--- config.mk ---
export PLATFORM = sky130hd
export DESIGN_NAME = combined_lcg_shuffle_rng
export DESIGN_NICKNAME = d
export VERILOG_FILES = /design/src/rtl/clsr_pkg.sv /design/src/rtl/clsr_ram.sv /design/src/rtl/clsr_ctrl.sv /design/src/rtl/clsr_dpath.sv /design/src/rtl/combined_lcg_shuffle_rng.sv
export VERILOG_INCLUDE_DIRS = /design/src /design/src/rtl
export SDC_FILE = /design/constraint.sdc
export NUM_CORES = 2
export LEC_CHECK = 0
export BUFFER_PORTS_ARGS = -buffer_cell sky130_fd_sc_hd__buf_2
export CAP_MARGIN = 30
export CORE_ASPECT_RATIO = 1.4
export CORE_MARGIN = 4
export CORE_UTILIZATION = 46
export DETAILED_ROUTE_END_ITERATION = 16
export GPL_TIMING_DRIVEN = 0
export PLACE_DENSITY_LB_ADDON = 0.15
export SKIP_CTS_REPAIR_TIMING = 1
export SYNTH_ARGS = -nofsm -noshare
export SYNTH_HDL_FRONTEND = slang
export SYNTH_HIERARCHICAL = 1
export SYNTH_SLANG_ARGS = --single-unit
--- constraint.sdc ---
create_clock -name aclk -period 13.22 [get_ports aclk]
set_input_delay 1.322 -clock aclk [delete_from_list [all_inputs] [get_ports aclk]]
set_output_delay 1.322 -clock aclk [all_outputs]
set_load 0.005 [all_outputs]
--- src/rtl/assert_macros.svh ---
// assertion macros shared by the rng modules
// no dependencies; the bodies fall away when SYNTHESIS is defined
`ifndef ASSERT_MACROS_SVH
`define ASSERT_MACROS_SVH
`ifndef SYNTHESIS
// clocked check, disabled while reset is held low
`define CLSR_ASSERT_RST(lbl, clk, rstn, prop, msg) \
    lbl: assert property (@(posedge clk) disable iff (!rstn) prop) else $error(msg);
// clocked check with no reset qualifier
`define CLSR_ASSERT(lbl, clk, prop, msg) \
    lbl: assert property (@(posedge clk) prop) else $error(msg);
`else
`define CLSR_ASSERT_RST(lbl, clk, rstn, prop, msg)
`define CLSR_ASSERT(lbl, clk, prop, msg)
`endif
`endif

--- src/rtl/clsr_pkg.sv ---
// constants and controller/datapath interface types of the combined lcg rng
// no dependencies
package clsr_pkg;

    localparam int DEF_TABLE_DEPTH  = 32;
    localparam int DEF_WARMUP_STEPS = 8;

    localparam logic [31:0] MOD1       = 32'd2147483563;
    localparam logic [31:0] MOD2       = 32'd2147483399;
    localparam logic [15:0] MUL1       = 16'd40014;
    localparam logic [15:0] MUL2       = 16'd40692;
    localparam logic [31:0] WRAP_ADD   = 32'd2147483562;
    localparam logic [31:0] FRAC_MAX   = 32'd4294966780;
    localparam logic [30:0] SEED_INIT2 = 31'd123456789;
    // 2^31 mod MOD1 and 2^31 mod MOD2
    localparam logic [7:0]  FOLD1      = 8'd85;
    localparam logic [7:0]  FOLD2      = 8'd249;
    // 2^32 mod MOD1, used by the fraction
    localparam logic [7:0]  FRAC_K     = 8'd170;

    typedef struct packed {
        logic accept;
        logic mul;
        logic red1;
        logic red2;
        logic fill_we;
        logic fill_last;
        logic div_init;
        logic div_step;
        logic div_fix;
        logic ram_re;
        logic slot_we;
        logic iy_load;
        logic frac_mul;
        logic out_load;
    } clsr_cmd_t;

    typedef struct packed {
        logic in_reload;
        logic out_free;
    } clsr_stat_t;

endpackage

--- src/rtl/clsr_ram.sv ---
// generic single write port ram with registered read
// no dependencies
module clsr_ram #(
    parameter int WIDTH = 31,
    parameter int DEPTH = 32
) (
    input  logic                     aclk,
    input  logic                     we,
    input  logic [$clog2(DEPTH)-1:0] waddr,
    input  logic [WIDTH-1:0]         wdata,
    input  logic                     re,
    input  logic [$clog2(DEPTH)-1:0] raddr,
    output logic [WIDTH-1:0]         rdata
);

    logic [WIDTH-1:0] mem [DEPTH];
    logic [WIDTH-1:0] rdata_reg;

    always_ff @(posedge aclk) begin
        if (we) begin
            mem[waddr] <= wdata;
        end
        if (re) begin
            rdata_reg <= mem[raddr];
        end
    end

    assign rdata = rdata_reg;

endmodule

--- src/rtl/clsr_ctrl.sv ---
// sequencer for seeding, table fill and draws of the combined lcg rng
// depends on clsr_pkg and assert_macros.svh
`include "assert_macros.svh"
module clsr_ctrl #(
    parameter int TABLE_DEPTH  = clsr_pkg::DEF_TABLE_DEPTH,
    parameter int WARMUP_STEPS = clsr_pkg::DEF_WARMUP_STEPS
) (
    input  logic                           aclk,
    input  logic                           aresetn,
    input  logic                           s_tvalid,
    output logic                           s_tready,
    input  clsr_pkg::clsr_stat_t           stat,
    output clsr_pkg::clsr_cmd_t            cmd,
    output logic [$clog2(TABLE_DEPTH)-1:0] fill_addr
);

    localparam int IDX_W = $clog2(TABLE_DEPTH);
    localparam int CNT_W = $clog2(TABLE_DEPTH + WARMUP_STEPS + 1);

    typedef enum logic [9:0] {
        S_IDLE    = 10'b0000000001,
        S_RL_MUL  = 10'b0000000010,
        S_RL_RED  = 10'b0000000100,
        S_D_MUL   = 10'b0000001000,
        S_D_RED   = 10'b0000010000,
        S_D_DIV   = 10'b0000100000,
        S_D_READ  = 10'b0001000000,
        S_D_WRITE = 10'b0010000000,
        S_D_FRAC  = 10'b0100000000,
        S_D_OUT   = 10'b1000000000
    } state_t;

    state_t           state_reg, state_next;
    logic [CNT_W-1:0] cnt_reg, cnt_next;

    always_comb begin
        state_next = state_reg;
        cnt_next   = cnt_reg;
        cmd        = '0;
        case (state_reg)
            S_IDLE: begin
                cmd.accept = s_tvalid;
                if (s_tvalid) begin
                    if (stat.in_reload) begin
                        cnt_next   = CNT_W'(TABLE_DEPTH + WARMUP_STEPS - 1);
                        state_next = S_RL_MUL;
                    end else begin
                        state_next = S_D_MUL;
                    end
                end
            end
            S_RL_MUL: begin
                cmd.mul    = 1'b1;
                state_next = S_RL_RED;
            end
            S_RL_RED: begin
                cmd.red1    = 1'b1;
                cmd.fill_we = (cnt_reg < CNT_W'(TABLE_DEPTH));
                if (cnt_reg == '0) begin
                    cmd.fill_last = 1'b1;
                    state_next    = S_D_MUL;
                end else begin
                    cnt_next   = cnt_reg - 1'b1;
                    state_next = S_RL_MUL;
                end
            end
            S_D_MUL: begin
                cmd.mul      = 1'b1;
                cmd.div_init = 1'b1;
                state_next   = S_D_RED;
            end
            S_D_RED: begin
                cmd.red1     = 1'b1;
                cmd.red2     = 1'b1;
                cmd.div_step = 1'b1;
                state_next   = S_D_DIV;
            end
            S_D_DIV: begin
                cmd.div_fix = 1'b1;
                state_next  = S_D_READ;
            end
            S_D_READ: begin
                cmd.ram_re = 1'b1;
                state_next = S_D_WRITE;
            end
            S_D_WRITE: begin
                cmd.slot_we = 1'b1;
                cmd.iy_load = 1'b1;
                state_next  = S_D_FRAC;
            end
            S_D_FRAC: begin
                cmd.frac_mul = 1'b1;
                state_next   = S_D_OUT;
            end
            S_D_OUT: begin
                if (stat.out_free) begin
                    cmd.out_load = 1'b1;
                    state_next   = S_IDLE;
                end
            end
            default: begin
                state_next = S_IDLE;
            end
        endcase
    end

    always_ff @(posedge aclk) begin
        if (!aresetn) begin
            state_reg <= S_IDLE;
            cnt_reg   <= '0;
        end else begin
            state_reg <= state_next;
            cnt_reg   <= cnt_next;
        end
    end

    assign s_tready  = (state_reg == S_IDLE);
    assign fill_addr = cnt_reg[IDX_W-1:0];

    // the table port is never read and written in the same cycle
    `CLSR_ASSERT_RST(a_ram_port_excl, aclk, aresetn, !(cmd.ram_re && (cmd.slot_we || cmd.fill_we)), "table read and write collide")
    // the last fill step always hands over to a draw
    `CLSR_ASSERT_RST(a_fill_to_draw, aclk, aresetn, (state_reg == S_RL_RED) && (cnt_reg == '0) |=> (state_reg == S_D_MUL), "fill did not end in a draw")

endmodule

--- src/rtl/clsr_dpath.sv ---
// generator states, modular reduction, slot divider, shuffle table and output
// depends on clsr_pkg, clsr_ram and assert_macros.svh
`include "assert_macros.svh"
module clsr_dpath #(
    parameter int TABLE_DEPTH = clsr_pkg::DEF_TABLE_DEPTH
) (
    input  logic                           aclk,
    input  logic                           aresetn,
    input  clsr_pkg::clsr_cmd_t            cmd,
    input  logic [$clog2(TABLE_DEPTH)-1:0] fill_addr,
    input  logic [31:0]                    s_tdata,
    input  logic [0:0]                     s_tuser,
    output clsr_pkg::clsr_stat_t           stat,
    output logic                           m_tvalid,
    input  logic                           m_tready,
    output logic [95:0]                    m_tdata
);

    localparam int IDX_W = $clog2(TABLE_DEPTH);
    localparam int unsigned SLOT_DIV = 1 + clsr_pkg::WRAP_ADD / TABLE_DEPTH;
    localparam logic [32:0] SLOT_LIMIT = 33'(SLOT_DIV) * 33'(TABLE_DEPTH);
    // floor(2^31 / SLOT_DIV), at most 256 over the allowed depths
    localparam longint unsigned RECIP = 64'h8000_0000 / SLOT_DIV;

    function automatic logic [30:0] mod_fold(input logic [46:0] p, input logic [31:0] m,
                                             input logic [7:0] k);
        logic [31:0] s;
        s = {1'b0, p[30:0]} + 32'(p[46:31]) * 32'(k);
        if (s >= m) begin
            s = s - m;
        end
        return s[30:0];
    endfunction

    // architectural state
    logic [30:0]            x1_reg, x1_next;
    logic [30:0]            x2_reg, x2_next;
    logic [30:0]            last_reg, last_next;
    logic [TABLE_DEPTH-1:0] valid_reg, valid_next;
    logic                   m_valid_reg, m_valid_next;
    // working registers
    logic [46:0]            p1_reg, p1_next;
    logic [46:0]            p2_reg, p2_next;
    logic [30:0]            rem_reg, rem_next;
    logic [IDX_W-1:0]       quot_reg, quot_next;
    logic                   clamp_reg, clamp_next;
    logic                   vrd_reg, vrd_next;
    logic [38:0]            t_reg, t_next;
    logic [95:0]            m_data_reg, m_data_next;

    logic              seed_nonpos;
    logic [31:0]       seed_neg;
    logic [30:0]       seed_mag;
    logic [30:0]       red1_val, red2_val;
    logic [39:0]       est_prod;
    logic [39:0]       back_prod;
    logic [39:0]       rem_full;
    logic              div_ge;
    logic [IDX_W-1:0]  slot;
    logic              ram_we;
    logic [IDX_W-1:0]  ram_waddr;
    logic [30:0]       ram_wdata;
    logic [30:0]       ram_rdata;
    logic [30:0]       entry;
    logic [32:0]       wrap_sum;
    logic [30:0]       iy;
    logic [7:0]        t_hi;
    logic [31:0]       t_fold;
    logic              t_carry;
    logic [33:0]       frac_full;
    logic [31:0]       frac;

    // seed decode: zero or negative means a full reload
    assign seed_nonpos    = (s_tdata == '0) || s_tdata[31];
    assign seed_neg       = ~s_tdata + 32'd1;
    assign seed_mag       = (s_tdata == '0) ? 31'd1 :
                            (seed_neg[31] ? 31'h7FFFFFFF : seed_neg[30:0]);
    assign stat.in_reload = s_tuser[0] && seed_nonpos;
    assign stat.out_free  = !m_valid_reg || m_tready;

    assign red1_val = mod_fold(p1_reg, clsr_pkg::MOD1, clsr_pkg::FOLD1);
    assign red2_val = mod_fold(p2_reg, clsr_pkg::MOD2, clsr_pkg::FOLD2);

    // slot divide: reciprocal estimate is low by at most one, then one correction
    assign est_prod  = 40'(last_reg) * 40'(RECIP);
    assign back_prod = 40'(quot_reg) * 40'(SLOT_DIV);
    assign rem_full  = 40'(last_reg) - back_prod;
    assign div_ge    = ({1'b0, rem_reg} >= 32'(SLOT_DIV));
    assign slot      = clamp_reg ? IDX_W'(TABLE_DEPTH - 1) : quot_reg;

    assign ram_we    = cmd.fill_we || cmd.slot_we;
    assign ram_waddr = cmd.fill_we ? fill_addr : slot;
    assign ram_wdata = cmd.fill_we ? red1_val : x1_reg;

    clsr_ram #(
        .WIDTH (31),
        .DEPTH (TABLE_DEPTH)
    ) u_table (
        .aclk  (aclk),
        .we    (ram_we),
        .waddr (ram_waddr),
        .wdata (ram_wdata),
        .re    (cmd.ram_re),
        .raddr (slot),
        .rdata (ram_rdata)
    );

    // never written entries read as zero
    assign entry    = vrd_reg ? ram_rdata : '0;
    assign wrap_sum = {2'b00, entry} + 33'(clsr_pkg::WRAP_ADD) - {2'b00, x2_reg};
    assign iy       = (entry > x2_reg) ? (entry - x2_reg) : wrap_sum[30:0];

    // iy * 2^32 / MOD1 = 2*iy + floor(170*iy / MOD1)
    assign t_hi      = t_reg[38:31];
    assign t_fold    = 32'(t_hi) * 32'(clsr_pkg::FOLD1) + {1'b0, t_reg[30:0]};
    assign t_carry   = (t_fold >= clsr_pkg::MOD1);
    assign frac_full = {2'b00, last_reg, 1'b0} + 34'(t_hi) + 34'(t_carry);
    assign frac      = (frac_full > 34'(clsr_pkg::FRAC_MAX)) ? clsr_pkg::FRAC_MAX
                                                             : frac_full[31:0];

    always_comb begin
        x1_next      = x1_reg;
        x2_next      = x2_reg;
        last_next    = last_reg;
        valid_next   = valid_reg;
        m_valid_next = m_valid_reg;
        p1_next      = p1_reg;
        p2_next      = p2_reg;
        rem_next     = rem_reg;
        quot_next    = quot_reg;
        clamp_next   = clamp_reg;
        vrd_next     = vrd_reg;
        t_next       = t_reg;
        m_data_next  = m_data_reg;

        if (cmd.accept && s_tuser[0]) begin
            if (seed_nonpos) begin
                x1_next = seed_mag;
                x2_next = seed_mag;
            end else begin
                x1_next = s_tdata[30:0];
            end
        end
        if (cmd.mul) begin
            p1_next = 47'(x1_reg) * 47'(clsr_pkg::MUL1);
            p2_next = 47'(x2_reg) * 47'(clsr_pkg::MUL2);
        end
        if (cmd.red1) begin
            x1_next = red1_val;
        end
        if (cmd.red2) begin
            x2_next = red2_val;
        end
        if (cmd.fill_last) begin
            last_next = red1_val;
        end
        if (cmd.div_init) begin
            quot_next  = est_prod[IDX_W+30:31];
            clamp_next = ({2'b00, last_reg} >= SLOT_LIMIT);
        end
        if (cmd.div_step) begin
            rem_next = rem_full[30:0];
        end
        if (cmd.div_fix) begin
            quot_next = quot_reg + IDX_W'(div_ge);
        end
        if (cmd.ram_re) begin
            vrd_next = valid_reg[slot];
        end
        if (ram_we) begin
            valid_next[ram_waddr] = 1'b1;
        end
        if (cmd.iy_load) begin
            last_next = iy;
        end
        if (cmd.frac_mul) begin
            t_next = 39'(last_reg) * 39'(clsr_pkg::FRAC_K);
        end
        if (cmd.out_load) begin
            m_valid_next = 1'b1;
            m_data_next  = {2'b00, x1_reg, frac, last_reg};
        end else if (m_tready) begin
            m_valid_next = 1'b0;
        end
    end

    always_ff @(posedge aclk) begin
        if (!aresetn) begin
            x1_reg      <= 31'd1;
            x2_reg      <= clsr_pkg::SEED_INIT2;
            last_reg    <= '0;
            valid_reg   <= '0;
            m_valid_reg <= 1'b0;
        end else begin
            x1_reg      <= x1_next;
            x2_reg      <= x2_next;
            last_reg    <= last_next;
            valid_reg   <= valid_next;
            m_valid_reg <= m_valid_next;
        end
    end

    always_ff @(posedge aclk) begin
        p1_reg     <= p1_next;
        p2_reg     <= p2_next;
        rem_reg    <= rem_next;
        quot_reg   <= quot_next;
        clamp_reg  <= clamp_next;
        vrd_reg    <= vrd_next;
        t_reg      <= t_next;
        m_data_reg <= m_data_next;
    end

    assign m_tvalid = m_valid_reg;
    assign m_tdata  = m_data_reg;

    // the folded reduction always lands below the modulus
    `CLSR_ASSERT_RST(a_x1_in_range, aclk, aresetn, cmd.red1 |=> (x1_reg < clsr_pkg::MOD1), "first state not reduced")
    `CLSR_ASSERT_RST(a_x2_in_range, aclk, aresetn, cmd.red2 |=> (x2_reg < clsr_pkg::MOD2), "second state not reduced")
    // the shuffled output can never be zero
    `CLSR_ASSERT_RST(a_iy_nonzero, aclk, aresetn, cmd.iy_load |=> (last_reg != '0), "shuffled output is zero")

endmodule

--- src/rtl/combined_lcg_shuffle_rng.sv ---
// a draw runs the generator multiply and fold, the reciprocal slot divide and its correction,
// the table read-modify-write and the fraction multiply, then loads the registered output,
//   waiting on m_tready while that register is full; s_tready stays low until the load
// a reloading seed first runs the table fill steps before its draw
// reset: synchronous active-low aresetn restores the stock seeds and marks the table empty
// depends on clsr_pkg, clsr_ctrl, clsr_dpath and assert_macros.svh
`include "assert_macros.svh"
module combined_lcg_shuffle_rng #(
    parameter int TABLE_DEPTH  = clsr_pkg::DEF_TABLE_DEPTH,
    parameter int WARMUP_STEPS = clsr_pkg::DEF_WARMUP_STEPS
) (
    input  logic        aclk,
    input  logic        aresetn,
    // input beat
    input  logic        s_tvalid,
    output logic        s_tready,
    input  logic [31:0] s_tdata,   // [31:0] seed_value (signed)
    input  logic [0:0]  s_tuser,   // [0] func
    // result beat
    output logic        m_tvalid,
    input  logic        m_tready,
    output logic [95:0] m_tdata    // [30:0] random_integer, [62:31] random_fraction,
                                   // [93:63] seed_after, [95:94] zero
);

    // controller to datapath commands and status flags
    clsr_pkg::clsr_cmd_t            cmd;
    clsr_pkg::clsr_stat_t           stat;
    logic [$clog2(TABLE_DEPTH)-1:0] fill_addr;

    // sequencer: idle, table fill loop, then the draw steps
    clsr_ctrl #(
        .TABLE_DEPTH  (TABLE_DEPTH),
        .WARMUP_STEPS (WARMUP_STEPS)
    ) u_ctrl (
        .aclk      (aclk),
        .aresetn   (aresetn),
        .s_tvalid  (s_tvalid),
        .s_tready  (s_tready),
        .stat      (stat),
        .cmd       (cmd),
        .fill_addr (fill_addr)
    );

    // generators, divider, shuffle table and the output register
    clsr_dpath #(
        .TABLE_DEPTH (TABLE_DEPTH)
    ) u_dpath (
        .aclk      (aclk),
        .aresetn   (aresetn),
        .cmd       (cmd),
        .fill_addr (fill_addr),
        .s_tdata   (s_tdata),
        .s_tuser   (s_tuser),
        .stat      (stat),
        .m_tvalid  (m_tvalid),
        .m_tready  (m_tready),
        .m_tdata   (m_tdata)
    );

    // a draw runs through its steps before the sequencer returns to idle, so no beat directly follows another
    `CLSR_ASSERT_RST(a_no_back_to_back, aclk, aresetn, (s_tvalid && s_tready) |=> !s_tready, "input beat taken while busy")

endmodule

==> metrics.md <==
| Metric | Value |
|---|---|
| Antenna violations before repair | 16 |
| Clock-pin slew on the worst setup and hold paths | 0.06 ns |
| Buf+Inv Stages, Crit Path | 4 |
| Post-Syn Area per Cell | 11.9 µm² |
| Crit path max-delay family | compound AO/OA/AOI/OAI gates |
| Vias per cell | 5.70 |
| CP Launch Type | flip-flop |
| RSZ-0062 raised after global routing | no |
| Port Buffer Count | roughly 130 |
| Crit Path Category | reg -> reg |
| Crit-path max cell delay | 0.59 ns |
| Post-Syn Instances | 7676 |
| Largest net degree at the start of global routing | 37 |
| WP depth | 32 |
| Vias | between 60000 and 70000 |
| Count of different cell masters after synthesis | around 110 |
| Critical path data required time | roughly 14 ns |
| Synth area leaders | edfxtp_1 42%, fa_1 12%, ha_1 10% |
| Final Util | just over 50% |
| Synth cell count leaders | 1283 x edfxtp_1, 968 x inv_1, 738 x ha_1, 543 x fa_1, 526 x mux2i_1 |
| Total global routing overflow | 0 |
| Vias in the first global route | 63700 |
| Area growth from synthesis to layout | 11.9% |
| Placement Rows | a little under 200 |
| Clk root buf | clkbuf_16 |
| Crit. End Element | flip-flop |
| H-tree depth | 4 |
| Count leader, synth | edfxtp_1 |
| Max_cap viols | 0 |
| Status | finished clean |
| Share of cells above drive strength 1 | 8.03% |
| Synth area leader | edfxtp_1 |
| I/O Pins | 135 |
| Die Y | around 540 µm |
| # fillers | 17500 |
| Crit-path most repeated cell | fa_1 |
| Clk sinks | 1425 |
| CTS tree | yes |
| R2R depth | 32 |
| R2R Path End | u_dpath/m_tdata[31] |
| Number of synthesized flops with an enable pin | 1283 |
| First-pass GRT wire length | 409000 µm |
| Sequential area share after synthesis | a little under half |
| Final critical-path required period | about 9 ns |
| Max FFs per register | 992 |
| Final wirelength | around 280000 µm |
| Routability cong. | 0.949 |
| Primary FF master, synth | edfxtp_1 |
| Crit path max-delay cell type | edfxtp_1 |
| Worst r2r src | u_dpath/t_reg[32] |
| Hold slack | 0.467 ns |
| CP Max Fanout | 10 |
| Worst Clk Skew | 0.0716 ns |
| Synth top area share | a little over two fifths |
| # DRC | 0 |
| WP data arrival | between 9 and 10 ns |
| WHS Endpoint | u_dpath/valid_reg[21] |
| Initial Util | 46.2% |
| Die ar. | 0.206 mm² |
| Synthesized area | 0.0913 mm² |
| Iter 0 DRT Violations | 4363 |
| Final hold viol count | 0 |
| Seq cells post-synth | 1425 |
| Avg WL per Cell | 25.6 µm |
| CTS max path bufs | 3 |
| Worst-margin pin slew | 1.14 ns |
| Core Region | 0.198 mm² |
| Die width | between 300 and 400 µm |
| Antenna viol nets, final | 0 |
| Hold path cells | 2 |
| Placed wire-length estimate | ~220000 µm |
| Hold path startpoint | u_dpath/valid_reg[21] |
| Fmax | 0.108 GHz |
| Total GRT Usage | between 20% and 30% |
| YS warnings | 6 |
| Hold crit path type | reg -> reg |
| Clk Latency, worst-skew pair | 0.82 ns |
| TritonCTS Buffers | 146 |
| DRT Pass-1 Iters | 7 |
| Worst rel slew slack | 23.9% |
| Fin nets | between 9000 and 10000 |
| Final setup fails | 0 |
| Final setup TNS | 0 ns |
| Async set-reset flop share out of synthesis | 0% |
| Part of the cycle the worst path needs | between 60% and 70% |
| Final Max Slew Viols | 0 |
| FF-to-FF setup slack | 4.00 ns |
[logic make-up (layout without fill, tap and decap cells)]
logic type      count (synthesis)  count (layout)  synth area share (%)
fa+ha+maj                    1281            1281                  22.0
compound gates               1421            1421                  10.3
xor+xnor                      332             332                  3.22
simple gates                 1452            1452                  7.78
buf+inv                      1217            1697                  5.30
other cells                     1               7               0.00411
mux                           547             547                  6.10
flops                        1425            1425                  45.3
[through the flow]
step,setup WS [ns],cell area [µm²],instances
after floorplan,5.86,91300,7677
after global placement,2.94,95300,10400
after detailed placement,3.87,97300,10500
after CTS,3.87,102000,10800
after global routing,3.40,102000,10800
final,4.00,102000,10800
[layer usage]
metal	track usage, %	routed length (µm)
met1	31.5	105000
met4	12.2	14500
met3	3.70	14700
met5	0	60
met2	48.5	142000
[layout make-up]
cell class	count	area, µm²	area share (%)
Inverter	970	3640	3.56
Clock inverter	85	938	0.919
Clock buffer	181	3840	3.76
Multi-Input combinational cell	5035	45600	44.6
Tap cell	2632	3290	3.22
Antenna cell	5	12.5	0.0122
Buffer	247	1200	1.17
Sequential cell	1425	41400	40.5
Timing Repair Buffer	214	2300	2.25
[placed cells by master, fill, tap and decap left out, types with 125 or more instances in the layout]
| cell | instances |
|---|---|
| nand3_1 | 194 |
| fa_1 | 543 |
| mux2i_1 | 522 |
| a21oi_1 | 412 |
| nor2_1 | 327 |
| o21ai_0 | 194 |
| clkbuf_1 | 174 |
| ha_1 | 738 |
| dfxtp_1 | 142 |
| xnor2_1 | 225 |
| buf_2 | 173 |
| nor3_1 | 135 |
| clkbuf_16 | 147 |
| edfxtp_1 | 1283 |
| inv_1 | 968 |
| a21o_1 | 125 |
| nand2_1 | 363 |
[worst max path at each step]
stage	start	endpoint	slack, ns
floorplan	u_dpath/t_reg[32]	u_dpath/m_tdata[32]	5.86
detailed placement	u_dpath/t_reg[32]	u_dpath/m_tdata[31]	3.87
global placement	u_ctrl/state_reg[6]	u_dpath/p1_reg[39]	2.94
finish	u_dpath/t_reg[32]	u_dpath/m_tdata[31]	4.00
CTS	u_dpath/t_reg[32]	u_dpath/m_tdata[31]	3.87
global route	u_dpath/t_reg[32]	u_dpath/m_tdata[31]	3.40
[worst min-delay path, cell delays in order, from the launching register on]
cell	delay, ns
dfxtp_1	0.32
nor2_1	0.05
nor2_1	0.06
Power is left out: the tool's default activity adds up to more than one toggle a clock period on the data nets, which glitch-free logic cannot reach.
